--- config.mk ---
export PLATFORM = sky130hd
export DESIGN_NAME = first_substring_match_search
export DESIGN_NICKNAME = d
export VERILOG_FILES = /design/src/rtl/fss_pkg.sv /design/src/rtl/first_substring_match_search.sv /design/src/rtl/fss_cfg.sv /design/src/rtl/fss_core.sv
export SDC_FILE = /design/constraint.sdc
export NUM_CORES = 1
export LEC_CHECK = 0
export BUFFER_PORTS_ARGS = -buffer_cell sky130_fd_sc_hd__clkbuf_2
export CORE_ASPECT_RATIO = 1.4
export CORE_MARGIN = 3
export CORE_UTILIZATION = 45
export DETAILED_ROUTE_END_ITERATION = 12
export GPL_ROUTABILITY_DRIVEN = 0
export HOLD_SLACK_MARGIN = 0.08
export PLACE_DENSITY_LB_ADDON = 0.08
export SLEW_MARGIN = 25
export SYNTH_ARGS = -nofsm -noshare
export SYNTH_HDL_FRONTEND = slang
export SYNTH_HIERARCHICAL = 1
export SYNTH_SLANG_ARGS = --single-unit
--- constraint.sdc ---
create_clock -name clk -period 7.5 [get_ports clk]
set_input_delay 1.5 -clock clk [delete_from_list [all_inputs] [get_ports clk]]
set_output_delay 1.5 -clock clk [all_outputs]
set_load 0.02 [all_outputs]
--- src/rtl/fss_pkg.sv ---
// shared types and constants for the first substring match search
package fss_pkg;

    localparam int MaxPatternLen = 16;
    localparam int MaxSourceLen  = 65536;
    localparam int LenWidth      = 5;
    localparam int WinIdxWidth   = 4;
    localparam int CountWidth    = 17;
    localparam int OffsetWidth   = 16;
    localparam int CfgDataWidth  = 64;
    localparam int CfgIdxWidth   = 2;
    localparam int PatternWidth  = 8 * MaxPatternLen;

    localparam logic [CfgIdxWidth-1:0] RegPatternLength = 2'd0;
    localparam logic [CfgIdxWidth-1:0] RegPatternLow    = 2'd1;
    localparam logic [CfgIdxWidth-1:0] RegPatternHigh   = 2'd2;

    localparam logic [1:0] StFound    = 2'd0;
    localparam logic [1:0] StNotFound = 2'd1;
    localparam logic [1:0] StShort    = 2'd2;
    localparam logic [1:0] StTooLong  = 2'd3;

    typedef struct packed {
        logic [7:0] source_byte;
        logic       last_byte;
    } fss_in_t;

    typedef struct packed {
        logic [1:0]             status;
        logic [OffsetWidth-1:0] match_offset;
    } fss_out_t;

endpackage

--- src/rtl/first_substring_match_search.sv ---
// first substring match search, top level with input register
// a source byte is registered in the input register, then its result in the output register
// throughput: one source byte per cycle, held back only by result backpressure
// a result waits in the output register while the next byte sits in the input register
// reset clears window, byte count, found flag, pattern length to one and pattern bytes to zero
module first_substring_match_search (
    input  logic                              clk,
    input  logic                              rst_n,
    input  logic                              src_valid,
    output logic                              src_ready,
    input  fss_pkg::fss_in_t                  src,
    output logic                              res_valid,
    input  logic                              res_ready,
    output fss_pkg::fss_out_t                 res,
    input  logic                              cfg_we,
    input  logic [fss_pkg::CfgIdxWidth-1:0]   cfg_index,
    input  logic [fss_pkg::CfgDataWidth-1:0]  cfg_data
);

    logic                             in_valid_reg;
    logic                             in_valid_next;
    fss_pkg::fss_in_t                 in_reg;
    logic                             advance;
    logic [fss_pkg::LenWidth-1:0]     eff_len;
    logic [fss_pkg::PatternWidth-1:0] pattern;

    // the held byte moves on once the result register is free or being emptied
    assign advance       = in_valid_reg && (!res_valid || res_ready);
    assign src_ready     = !in_valid_reg || advance;
    assign in_valid_next = src_valid ? 1'b1 : (advance ? 1'b0 : in_valid_reg);

    always_ff @(posedge clk or negedge rst_n)
    begin
        if (!rst_n)
            in_valid_reg <= 1'b0;
        else if (src_ready)
            in_valid_reg <= in_valid_next;
    end

    always_ff @(posedge clk)
    begin
        if (src_valid && src_ready)
            in_reg <= src;
    end

    fss_cfg u_cfg (
        .clk       (clk),
        .rst_n     (rst_n),
        .cfg_we    (cfg_we),
        .cfg_index (cfg_index),
        .cfg_data  (cfg_data),
        .eff_len   (eff_len),
        .pattern   (pattern)
    );

    fss_core u_core (
        .clk       (clk),
        .rst_n     (rst_n),
        .advance   (advance),
        .item      (in_reg),
        .eff_len   (eff_len),
        .pattern   (pattern),
        .res_ready (res_ready),
        .res_valid (res_valid),
        .res       (res)
    );

endmodule

--- src/rtl/fss_cfg.sv ---
// configuration registers: pattern length and pattern bytes
module fss_cfg (
    input  logic                                clk,
    input  logic                                rst_n,
    input  logic                                cfg_we,
    input  logic [fss_pkg::CfgIdxWidth-1:0]     cfg_index,
    input  logic [fss_pkg::CfgDataWidth-1:0]    cfg_data,
    output logic [fss_pkg::LenWidth-1:0]        eff_len,
    output logic [fss_pkg::PatternWidth-1:0]    pattern
);

    logic [fss_pkg::LenWidth-1:0]     len_reg;
    logic [fss_pkg::CfgDataWidth-1:0] pat_low_reg;
    logic [fss_pkg::CfgDataWidth-1:0] pat_high_reg;

    always_ff @(posedge clk or negedge rst_n)
    begin
        if (!rst_n)
        begin
            len_reg      <= fss_pkg::LenWidth'(1);
            pat_low_reg  <= '0;
            pat_high_reg <= '0;
        end
        else if (cfg_we)
        begin
            case (cfg_index)
                fss_pkg::RegPatternLength: len_reg <= cfg_data[fss_pkg::LenWidth-1:0];
                fss_pkg::RegPatternLow:    pat_low_reg <= cfg_data;
                fss_pkg::RegPatternHigh:   pat_high_reg <= cfg_data;
                default:                   ;
            endcase
        end
    end

    // zero acts as one, anything above the maximum acts as the maximum
    always_comb
    begin
        if (len_reg == '0)
            eff_len = fss_pkg::LenWidth'(1);
        else if (len_reg > fss_pkg::LenWidth'(fss_pkg::MaxPatternLen))
            eff_len = fss_pkg::LenWidth'(fss_pkg::MaxPatternLen);
        else
            eff_len = len_reg;
    end

    assign pattern = {pat_high_reg, pat_low_reg};

endmodule

--- src/rtl/fss_core.sv ---
// sliding window, byte counter, pattern compare and result register
module fss_core (
    input  logic                             clk,
    input  logic                             rst_n,
    input  logic                             advance,
    input  fss_pkg::fss_in_t                 item,
    input  logic [fss_pkg::LenWidth-1:0]     eff_len,
    input  logic [fss_pkg::PatternWidth-1:0] pattern,
    input  logic                             res_ready,
    output logic                             res_valid,
    output fss_pkg::fss_out_t                res
);

    logic [7:0]                      win_reg  [fss_pkg::MaxPatternLen];
    logic [7:0]                      win_next [fss_pkg::MaxPatternLen];
    logic [fss_pkg::CountWidth-1:0]  count_reg;
    logic [fss_pkg::CountWidth-1:0]  count_next;
    logic                            found_reg;
    logic                            found_next;
    logic                            res_valid_reg;
    logic                            res_valid_next;
    fss_pkg::fss_out_t               res_reg;
    fss_pkg::fss_out_t               res_next;

    logic [7:0]                      shifted [fss_pkg::MaxPatternLen];
    logic [fss_pkg::CountWidth-1:0]  count_inc;
    logic [fss_pkg::CountWidth-1:0]  len_ext;
    logic [fss_pkg::WinIdxWidth-1:0] widx;
    logic                            in_range;
    logic                            window_hit;
    logic                            hit;

    assign in_range  = count_reg < fss_pkg::CountWidth'(fss_pkg::MaxSourceLen);
    assign count_inc = count_reg + fss_pkg::CountWidth'(1);
    assign len_ext   = fss_pkg::CountWidth'(eff_len);

    // window as it stands after taking this byte, entry 0 newest
    always_comb
    begin
        shifted[0] = item.source_byte;
        for (int k = 1; k < fss_pkg::MaxPatternLen; k++)
            shifted[k] = win_reg[k-1];
    end

    // pattern byte i must sit at window entry len-1-i
    always_comb
    begin
        window_hit = 1'b1;
        widx       = '0;
        for (int i = 0; i < fss_pkg::MaxPatternLen; i++)
        begin
            widx = fss_pkg::WinIdxWidth'(eff_len - fss_pkg::LenWidth'(1)
                                        - fss_pkg::LenWidth'(i));
            if (fss_pkg::LenWidth'(i) < eff_len && shifted[widx] != pattern[i*8 +: 8])
                window_hit = 1'b0;
        end
    end

    assign hit = in_range && !found_reg && count_inc >= len_ext && window_hit;

    always_comb
    begin
        win_next       = win_reg;
        count_next     = count_reg;
        found_next     = found_reg;
        res_next       = res_reg;
        res_valid_next = res_valid_reg;
        if (res_ready)
            res_valid_next = 1'b0;
        if (advance)
        begin
            res_valid_next = 1'b0;
            if (in_range)
            begin
                win_next   = shifted;
                count_next = count_inc;
            end
            else
                count_next = fss_pkg::CountWidth'(fss_pkg::MaxSourceLen + 1);
            if (hit)
            begin
                found_next            = 1'b1;
                res_valid_next        = 1'b1;
                res_next.status       = fss_pkg::StFound;
                res_next.match_offset = fss_pkg::OffsetWidth'(count_inc - len_ext);
            end
            if (item.last_byte)
            begin
                if (!found_reg && !hit)
                begin
                    res_valid_next        = 1'b1;
                    res_next.match_offset = '0;
                    if (!in_range)
                        res_next.status = fss_pkg::StTooLong;
                    else if (count_inc < len_ext)
                        res_next.status = fss_pkg::StShort;
                    else
                        res_next.status = fss_pkg::StNotFound;
                end
                for (int k = 0; k < fss_pkg::MaxPatternLen; k++)
                    win_next[k] = '0;
                count_next = '0;
                found_next = 1'b0;
            end
        end
    end

    always_ff @(posedge clk or negedge rst_n)
    begin
        if (!rst_n)
        begin
            for (int k = 0; k < fss_pkg::MaxPatternLen; k++)
                win_reg[k] <= '0;
            count_reg     <= '0;
            found_reg     <= 1'b0;
            res_valid_reg <= 1'b0;
        end
        else
        begin
            win_reg       <= win_next;
            count_reg     <= count_next;
            found_reg     <= found_next;
            res_valid_reg <= res_valid_next;
        end
    end

    always_ff @(posedge clk)
    begin
        res_reg <= res_next;
    end

    assign res_valid = res_valid_reg;
    assign res       = res_reg;

endmodule

==> reports/metrics.cfg, run 1 <==
[floorplanning]
fp.dieArea_sq_um=49500
io_pins=100
die_y_microns=262
die_x_microns=189
initial_core_util=0.456
fp-row-count=93
coreArea_sq_um=46200

[sta]
rsz0062_at_grt=false
worst_slack_ns=0.851
max_freq_mhz=150
slew_violations=0
worst_pin_slew_ns=1.01
hold_viol=0
setup_viol=0
finalCriticalPeriod_ns=6.65
tns_ns=0
slew_headroom=0.319
final.setup_skew_ns=0.0177
min_period_over_period=0.887

[setup_path]
path_cells=or3_1 -> a21oi_4 -> inv_2 -> ha_4 -> buf_4 -> mux2i_1 -> mux2i_1 -> mux2_1 -> nor3_1 -> nor3_1 -> nor4b_2 -> nand4_1 -> or4_1 -> a32o_1 -> nor4_4 -> nand3_1 -> buf_4 -> mux2i_1
worst_setup_path_start_kind=register
crit_type=register to register
r2r_start=u_cfg/len_reg[1]
max_stage_delay_ns=0.66
endpoint_kind=register
reg2reg_to=u_core/res[11]
cp.required_ns=7.77
cpMostUsedCell=mux2i_1
worst-r2r-cell-count=18
cp_slowest_cell=ha_4
reg2reg_slack_ns=0.85
crit_fanout=38
arrival_ns=6.92

[clock_network]
clock_path_buffers=3
cts_tree=yes
cts_root_buffer=clkbuf_16
htree_levels=2
numCtsBuffers=34
clkLatencyLatePin_ns=0.54
cts_setup_buffers=0
ctsResizeCount=0
cts_num_sinks=300
hold_buffers=0
clkSlewWorstSetupHoldPaths_ns=0.06

[min_path]
holdPathEnd=u_cfg/len_reg[1]
hold_path_startpoint=u_cfg/len_reg[1]
worstHoldPathType=register to register
worstHoldPathCells=1

[logic_synthesis]
yosysSeqAreaShare=0.363
ys_seq_elements=300
synth_ff_type=dfrtp_1
synth_cells=1734
syn_area_per_cell_sq_um=12.2
synth_edf_count=27
synth_fp_nets=1829
syn_area_sq_um=21100
yosys_warnings=6
async_reset_ff_frac=0.910
yosys.cell_types.count=81

[drt]
ant_nets=0
drcViolationCount=0
first_pass_iters=7
vias_per_cell=6.20
post_drt_wl_per_cell_microns=26.6
drt_iter0_drc=1110
num_vias=15000
drt-total-wl_microns=64400

[final_layout]
layout_common_cells=272 x dfrtp_1, 209 x mux2i_1, 125 x a22o_1, 123 x mux2_4, 115 x mux4_2
fill_cells=4116
layout.nets=1872
largest_reg_flops=120
drive_above_1_share=0.289
layout_commonest_cell=dfrtp_1
antennaDiodeCount=0
area_growth_pct=10.4

[grt]
grt_remaining_overflow=0
use_met3=0.0256
grt_max_degree=121
use_met1=0.337
grt_pass1_vias=14900
groute.usage.overall=0.258
use_met2=0.430
grt_busiest_layer=met2
grt_pass1_wl_microns=96900
antenna_found_initial=0

[power]
totalPowerFinal_mw=7.29
p_leak_nw=10.2
powerDensity_nw_per_um2=313
ir_drop_v=0.000198

[job]
cap_viol_max_count=0

[place]
place_ws_ns=0.963
io_buffers=99
dpl.hpwl_microns=48100

[run_status]
status=finished clean

-- layer usage --
metal	up-vias	routed length (microns)
li1	6680	-
met1	7693	26500
met2	503	31200
met3	132	2870
met4	0	3800
met5	-	0
-- per-stage QoR --
stage | instance area [sq um] | hold slack, ns | util | cells
3_3_place_gp | 22100 | 0.507 | 0.478 | 2357
6_report | 23300 | 0.520 | 0.504 | 2419
3_5_place_dp | 22100 | 0.511 | 0.478 | 2357
4_1_cts | 23200 | 0.527 | 0.503 | 2418
5_1_grt | 23300 | 0.547 | 0.504 | 2419
2_1_floorplan | 21100 | 0.487 | - | 1734
-- worst max-delay path, delay by kind of cell, from the launching register on --
| kind | cells | cell delay, ns |
|---|---|---|
| simple gates | 8 | 2.48 |
| mux | 4 | 1.44 |
| buf+inv | 3 | 0.93 |
| fa+ha+maj | 1 | 0.66 |
| compound gates | 2 | 0.44 |
| flops | 1 | 0.38 |
-- final cells by class --
cell class                 instances  area [sq um]  area share
timing repair buffer             135           828      0.0356
clock inverter                    12           119     0.00511
multi-input combinational       1290         12800       0.550
inverter                          16          67.6     0.00290
clock buffer                      49          1030      0.0444
tap                              617           772      0.0332
sequential                       300          7640       0.329
-- worst max path at each step --
stage / depth (start not counted) / end / startpoint
floorplan: 27 / u_core/res[14] / u_cfg/len_reg[1]
global placement: 18 / u_core/res[10] / u_cfg/len_reg[1]
detailed placement: 18 / u_core/res[10] / u_cfg/len_reg[1]
CTS: 18 / u_core/res[11] / u_cfg/len_reg[1]
global route: 20 / u_core/res[11] / u_cfg/len_reg[1]
finish: 18 / u_core/res[11] / u_cfg/len_reg[1]
-- cells in the mapped netlist (4+ instances only) --
library cell	number	share of area
a211oi_1	22	0.0078
a21oi_1	55	0.013
a22o_1	125	0.052
a22oi_1	9	0.0032
a31oi_1	6	0.0018
and2_1	4	0.0012
and3_1	5	0.0015
buf_1	11	0.0020
buf_2	38	0.0090
buf_6	15	0.0080
clkbuf_1	61	0.011
dfrtp_1	272	0.32
edfxtp_1	27	0.038
ha_1	14	0.0083
inv_1	13	0.0023
mux2_1	9	0.0048
mux2_2	61	0.033
mux2_4	123	0.088
mux2i_1	209	0.099
mux4_2	115	0.12
nand2_1	102	0.018
nand2b_1	7	0.0021
nand3_1	23	0.0055
nand4_1	14	0.0042
nor2_1	56	0.010
nor2b_1	13	0.0039
nor3_1	24	0.0057
nor4_1	13	0.0039
o21a_1	5	0.0018
o21ai_0	44	0.010
o31ai_1	6	0.0021
or3_1	5	0.0015
xnor2_1	86	0.036
xor2_1	71	0.030
-- kinds of logic (layout without fill, tap and decap cells) --
family | count (synthesis) | in the layout | share of synthesized area
multiplexers | 519 | 519 | 0.350
AO/OA/AOI/OAI | 303 | 303 | 0.105
flip-flops | 300 | 300 | 0.363
AND/OR/NAND/NOR | 292 | 292 | 0.0699
XOR/XNOR | 161 | 161 | 0.0694
buffers and inverters | 144 | 212 | 0.0341
adder cells (fa/ha/maj) | 15 | 15 | 0.00926
-- power breakdown --
part / switching (mW) / internal [mW]
registers: 0.194 / 1.82
clock network: 0.700 / 1.03
logic: 1.94 / 1.60
(Power assumes the default switching activity.)
==> run 2, diff against run 1 <==
--- a/config.mk
+++ b/config.mk
@@ -6,9 +6,11 @@
 export NUM_CORES = 1
 export LEC_CHECK = 0
 export BUFFER_PORTS_ARGS = -buffer_cell sky130_fd_sc_hd__clkbuf_2
+export CELL_PAD_IN_SITES_DETAIL_PLACEMENT = 0
+export CELL_PAD_IN_SITES_GLOBAL_PLACEMENT = 2
 export CORE_ASPECT_RATIO = 1.4
 export CORE_MARGIN = 3
-export CORE_UTILIZATION = 45
+export CORE_UTILIZATION = 40
 export DETAILED_ROUTE_END_ITERATION = 12
 export GPL_ROUTABILITY_DRIVEN = 0
 export HOLD_SLACK_MARGIN = 0.08
==> run 2 against run 1 <==
  * Global-route usage shrank 1.0 points
  * Sequential power is essentially flat
  * Flip-flop and latch count is the same
  * First-iteration DRC count shrank 7.9%
  * Worst setup slack lost 0.0026 ns
  * Combinational power grew 1%
  * Routed wire length grew 6.8%
  * Clock power is essentially flat
  * Die area grew 12%
  * Clock skew grew 0.00081 ns
  * Critical path type unchanged
==> reports/metrics.cfg, run 2 (synthesized netlist as in run 1, its figures left out) <==
[run_status]
status=finished clean

[power]
p_sw_mw=2.92  ; +2.9%
p_int_mw=4.43  ; -0.62%
p_sw_frac=0.397  ; +0.00841
clockPowerShare=0.237  ; about the same
totalPowerFinal_mw=7.34  ; +0.77%
ir_drop_v=0.000202  ; +1.7%
powerDensity_nw_per_um2=314  ; +0.32%
p_seq_frac=0.276  ; about the same
p_leak_nw=10.2  ; about the same
combPwrFrac=0.487  ; about the same

[grt]
use_met2=0.424  ; -0.00574
grt_pass1_wl_microns=103000  ; +5.9%
grt_busiest_layer=met2
use_met3=0.0289  ; +0.00329
grt_pass1_vias=15100  ; +0.84%
use_met1=0.326  ; -0.0113
groute.usage.overall=0.248  ; -0.00996
grt_remaining_overflow=0  ; unchanged
antenna_found_initial=0  ; unchanged
grt_max_degree=107  ; -12%

[floorplanning]
initial_core_util=0.408  ; -0.0480
die_y_microns=278  ; +5.9%
coreArea_sq_um=51600  ; +12%
fp-row-count=98  ; +5.4%
io_pins=100  ; unchanged
die_x_microns=200  ; +5.9%
fp.dieArea_sq_um=55500  ; +12%

[clock_network]
clkSlewWorstSetupHoldPaths_ns=0.06  ; about the same
cts_setup_buffers=0  ; unchanged
cts_tree=yes
cts_num_sinks=300  ; unchanged
clkLatencyLatePin_ns=0.56  ; +0.02 ns
hold_buffers=0  ; unchanged
cts_root_buffer=clkbuf_16
ctsResizeCount=0  ; unchanged
htree_levels=2  ; unchanged
clock_path_buffers=3  ; unchanged
numCtsBuffers=35  ; +2.9%

[job]
cap_viol_max_count=0  ; unchanged

[setup_path]
arrival_ns=6.95  ; +0.03 ns
worst_setup_path_start_kind=register
reg2reg_to=u_core/res[15]
crit_type=register to register
cp.required_ns=7.80  ; +0.03 ns
crit_fanout=30  ; -21%
reg2reg_slack_ns=0.85  ; about the same
worst-r2r-cell-count=18  ; unchanged
r2r_start=u_cfg/len_reg[4]
endpoint_kind=register

[sta]
final.setup_skew_ns=0.0185  ; +0.000805 ns
rsz0062_at_grt=false
worst_pin_slew_ns=1.09  ; +0.0762 ns
slew_headroom=0.269  ; -0.0499
worst_hold_slack_ns=0.529  ; +0.00967 ns
min_period_over_period=0.887  ; about the same
slew_violations=0  ; unchanged
finalCriticalPeriod_ns=6.65  ; +0.00261 ns
max_freq_mhz=150  ; about the same
setup_viol=0  ; unchanged
tns_ns=0  ; unchanged
hold_viol=0  ; unchanged

[min_path]
hold_path_startpoint=u_cfg/pat_high_reg[1]
holdPathEnd=u_cfg/pat_high_reg[1]
worstHoldPathCells=1  ; unchanged
worstHoldPathType=register to register

[place]
io_buffers=99  ; unchanged
dpl.hpwl_microns=52100  ; +8.5%
placed_area_sq_um=22200  ; +0.57%

[final_layout]
fill_cells=4776  ; +16%
finish.utilization=0.453  ; -0.0510
largest_reg_flops=120  ; unchanged
antennaDiodeCount=0  ; unchanged
layout_commonest_cell=dfrtp_1
finish.instance_area_sq_um=23400  ; +0.44%
area_growth_pct=10.9
drive_above_1_share=0.291  ; +0.00252
layout.nets=1875  ; +0.16%
layout_common_cells=272 x dfrtp_1, 209 x mux2i_1, 125 x a22o_1, 123 x mux2_4, 115 x mux4_2

[drt]
drt-total-wl_microns=68700  ; +6.8%
vias_per_cell=5.89  ; -5.1%
post_drt_wl_per_cell_microns=27.4  ; +3.0%
num_vias=14800  ; -1.7%
drt_iter0_drc=1022  ; -7.9%
drcViolationCount=0  ; unchanged
first_pass_iters=5  ; -2
ant_nets=0  ; unchanged

-- run 2: power groups by stage --
stage | registers [mW] | clock network [mW] | logic [mW]
3_5_place_dp | 2.05 | 0 | 3.59
5_1_grt | 2.05 | 1.85 | 3.81
6_report | 2.02 | 1.74 | 3.58
4_1_cts | 2.03 | 1.80 | 3.60
2_1_floorplan | 1.98 | 0 | 2.66
3_3_place_gp | 2.05 | 0 | 3.58
-- run 2: layer usage --
metal / vias to the layer above / wire length, microns
met1: 7594 / 29000
met4: 0 / 2490
met3: 99 / 2590
met5: - / 0
met2: 370 / 34700
li1: 6694 / -
-- run 2: how the worst max path moves through the flow --
stage	from	endpoint	slack [ns]	cells past startpoint
floorplan	u_cfg/len_reg[1]	u_core/res[14]	0.54	27
global placement	u_cfg/len_reg[1]	u_core/res[15]	0.65	16
detailed placement	u_cfg/len_reg[1]	u_core/res[13]	0.68	16
CTS	u_cfg/len_reg[1]	u_core/res[11]	0.64	16
global route	u_cfg/len_reg[4]	u_core/res[15]	0.55	18
finish	u_cfg/len_reg[4]	u_core/res[15]	0.85	18
-- run 2: critical path, cell delays in order, from the launching register on --
cell,delay (ns)
dfrtp_1,0.61
nor2b_1,0.19
buf_4,0.23
inv_1,0.14
ha_4,0.59
buf_4,0.53
mux2_2,0.40
mux2i_1,0.55
mux2i_1,0.30
nor3_2,0.20
nor3_1,0.08
nor4b_2,0.34
nand4_1,0.28
or4_1,0.59
a32o_1,0.24
nor4_4,0.20
nand3_1,0.39
buf_4,0.33
mux2i_1,0.12
-- run 2: stage by stage --
step,instances,setup slack [ns]
3_5_place_dp,2443,0.682
5_1_grt,2507,0.546
6_report,2507,0.849
4_1_cts,2507,0.635
3_3_place_gp,2443,0.651
2_1_floorplan,1734,0.542
-- run 2: final cells by class --
class,instances,area (sq um),share of cell area
inverter,16,67.6,0.00289
multi-input combinational,1290,12800,0.548
clock inverter,14,124,0.00530
clock buffer,50,1030,0.0443
sequential,300,7640,0.327
tap,700,876,0.0375
timing repair buffer,137,820,0.0351
==> run 3, diff against run 2 <==
--- a/config.mk
+++ b/config.mk
@@ -9,12 +9,13 @@
 export CELL_PAD_IN_SITES_DETAIL_PLACEMENT = 0
 export CELL_PAD_IN_SITES_GLOBAL_PLACEMENT = 2
 export CORE_ASPECT_RATIO = 1.4
-export CORE_MARGIN = 3
+export CORE_MARGIN = 2
 export CORE_UTILIZATION = 40
 export DETAILED_ROUTE_END_ITERATION = 12
 export GPL_ROUTABILITY_DRIVEN = 0
 export HOLD_SLACK_MARGIN = 0.08
 export PLACE_DENSITY_LB_ADDON = 0.08
+export RECOVER_POWER = 50
 export SLEW_MARGIN = 25
 export SYNTH_ARGS = -nofsm -noshare
 export SYNTH_HDL_FRONTEND = slang
==> run 3 against run 2 <==
  * The run now ends with capacitance limit, slew limit left
  * Sequential power about the same
  * Cell area fell by 1.3%
  * Via count up 0.21%
  * Non-clock buffer count fell by 3
  * Count of clock-buffer cells in the layout up 3
  * Flip-flop and latch count stayed put
  * First-iteration DRC count down 12%
  * Register-to-register slack got worse by 0.08 ns
  * Fmax fell by 1.2%
  * Largest cell class unchanged
==> reports/metrics.cfg, run 3 (synthesized netlist as in run 1, its figures left out) <==
[run_status]
status=complete, but fails checks
violations=capacitance limit, slew limit

[final_layout]
drive_above_1_share=0.252  ; -0.0387
finish.utilization=0.442  ; -0.0103
layout.nets=1872  ; -0.16%
fill_cells=4904  ; +2.7%
layout_commonest_cell=dfrtp_1
layout_common_cells=272 x dfrtp_1, 209 x mux2i_1, 125 x a22o_1, 115 x mux4_2, 102 x nand2_1
area_growth_pct=9.48
finish.instance_area_sq_um=23100  ; -1.3%
antennaDiodeCount=0  ; unchanged
largest_reg_flops=120  ; unchanged

[sta]
finalCriticalPeriod_ns=6.73  ; +0.0808 ns
min_period_over_period=0.898  ; +0.0108
worst_pin_slew_ns=5.02  ; +3.93 ns
final.setup_skew_ns=0.0260  ; +0.00745 ns
hold_viol=0  ; unchanged
slew_headroom=-2.35  ; -2.61
tns_ns=0  ; unchanged
max_freq_mhz=149  ; -1.2%
setup_viol=0  ; unchanged
rsz0062_at_grt=false
worst_slack_ns=0.768  ; -0.0808 ns
slew_violations=164  ; +164

[drt]
ant_nets=0  ; unchanged
first_pass_iters=5  ; unchanged
drt_iter0_drc=904  ; -12%
drcViolationCount=0  ; unchanged
num_vias=14800  ; +0.21%
vias_per_cell=5.89  ; about the same
drt-total-wl_microns=68500  ; -0.31%
post_drt_wl_per_cell_microns=27.3  ; -0.43%

[grt]
grt_max_degree=135  ; +26%
grt_pass1_wl_microns=102000  ; -0.61%
groute.usage.overall=0.256  ; +0.00735
antenna_found_initial=2  ; +2
grt_pass1_vias=14900  ; -1.1%
grt_remaining_overflow=0  ; unchanged

[clock_network]
clkLatencyLatePin_ns=0.57  ; about the same
cts_setup_buffers=0  ; unchanged
cts_num_sinks=300  ; unchanged
cts_tree=yes
clock_path_buffers=3  ; unchanged
ctsResizeCount=0  ; unchanged
hold_buffers=0  ; unchanged
htree_levels=2  ; unchanged
numCtsBuffers=35  ; unchanged
cts_root_buffer=clkbuf_16
clkSlewWorstSetupHoldPaths_ns=0.06  ; about the same

[setup_path]
arrival_ns=7.02  ; +0.07 ns
crit_type=register to register
endpoint_kind=register
cp.required_ns=7.79  ; about the same
worst_setup_path_start_kind=register
r2r_start=u_cfg/len_reg[4]
crit_fanout=44  ; +47%
cp-startpoint=u_cfg/len_reg[4]

[power]
ir_drop_v=0.000187  ; -7.4%
powerDensity_nw_per_um2=314  ; about the same
combPwrFrac=0.487  ; about the same
clockPowerShare=0.236  ; about the same
p_seq_frac=0.277  ; about the same
p_sw_mw=2.88  ; -1.1%
p_leak_nw=9.84  ; -3.3%
p_sw_frac=0.398  ; +0.000512
p_int_mw=4.37  ; -1.3%

[place]
place_ws_ns=0.814  ; +0.132 ns
dpl.hpwl_microns=51600  ; -1.1%
io_buffers=99  ; unchanged
placed_area_sq_um=22200  ; about the same

[min_path]
hold_path_startpoint=u_cfg/pat_low_reg[15]
worstHoldPathType=register to register

[floorplanning]
die_y_microns=276  ; -0.72%
coreArea_sq_um=52100  ; +1.0%
io_pins=100  ; unchanged
die_x_microns=198  ; -1.0%
initial_core_util=0.404  ; -0.00412
fp-row-count=99  ; +1.0%
fp.dieArea_sq_um=54600  ; -1.7%

[job]
cap_viol_max_count=4  ; +4

## run 3: cell types whose count changed in the layout (fill, tap and decap cells not counted), moves of 4 or more
cell,before,now
mux2_4,123,71
clkbuf_2,98,94
mux2_1,9,61
clkbuf_1,7,18
buf_4,35,29
clkinvlp_4,4,0
## run 3: worst max-delay path, cell delays in order, from the launching register on
cell and delay [ns]:
dfrtp_1 0.60, nor2b_1 0.22, buf_4 0.23, inv_1 0.14
ha_4 0.73, buf_4 0.58, mux2_2 0.42, mux2i_1 0.54
mux2i_1 0.23, nor3_2 0.17, nor3_1 0.08, nor4b_2 0.31
nand4_1 0.35, or4_1 0.67, a32o_1 0.26, nor4_4 0.15
nand3_1 0.11, buf_4 0.25, mux2_1 0.35
## run 3: path summary, 6_finish.rpt
| check | cells after the start | slack, ns | to |
|---|---|---|---|
| worst max-delay path | 18 | 0.77 | u_core/res[14] |
| worst min-delay path | 1 | 0.52 | u_cfg/pat_low_reg[15] |
| worst max register to register | 18 | 0.77 | u_core/res[14] |
| worst min register to register | 1 | 0.52 | u_cfg/pat_low_reg[15] |
| max in group asynchronous | 1 | 1.93 | u_cfg/pat_high_reg[42] |
| min in group asynchronous | 1 | 2.76 | u_core/count_reg[10] |
## run 3: layout make-up
type,count,area [sq um],share of cell area
Sequential cell,300,7640,0.331
Multi-Input combinational cell,1290,12600,0.545
Timing Repair Buffer,134,769,0.0334
Tap cell,707,885,0.0383
Clock inverter,10,93.8,0.00407
Clock buffer,53,1030,0.0449
Inverter,16,67.6,0.00293
## run 3: routing by layer
layer / GRT usage / vias up / share of wire
met5: 0 / - / 0.00019
met4: 0.0857 / 2 / 0.033
met3: 0.0316 / 83 / 0.039
met2: 0.438 / 340 / 0.50
met1: 0.336 / 7674 / 0.43
li1: - / 6689 / -
## run 3: per-stage QoR
| step | total power, mW | std cells | hold slack [ns] |
|---|---|---|---|
| after floorplan | 4.63 | 1734 | 0.487 |
| after global placement | 5.62 | 2446 | 0.505 |
| after detailed placement | 5.63 | 2446 | 0.516 |
| after CTS | 7.39 | 2509 | 0.534 |
| after global routing | 7.64 | 2510 | 0.536 |
| final | 7.25 | 2510 | 0.517 |
## run 3: power by group through the flow
stage | combinational (mW) | clock [mW] | sequential (mW)
after detailed placement | 3.59 | 0 | 2.04
after floorplan | 2.66 | 0 | 1.98
after CTS | 3.60 | 1.77 | 2.02
after global placement | 3.58 | 0 | 2.04
after global routing | 3.78 | 1.82 | 2.03
final | 3.53 | 1.71 | 2.01
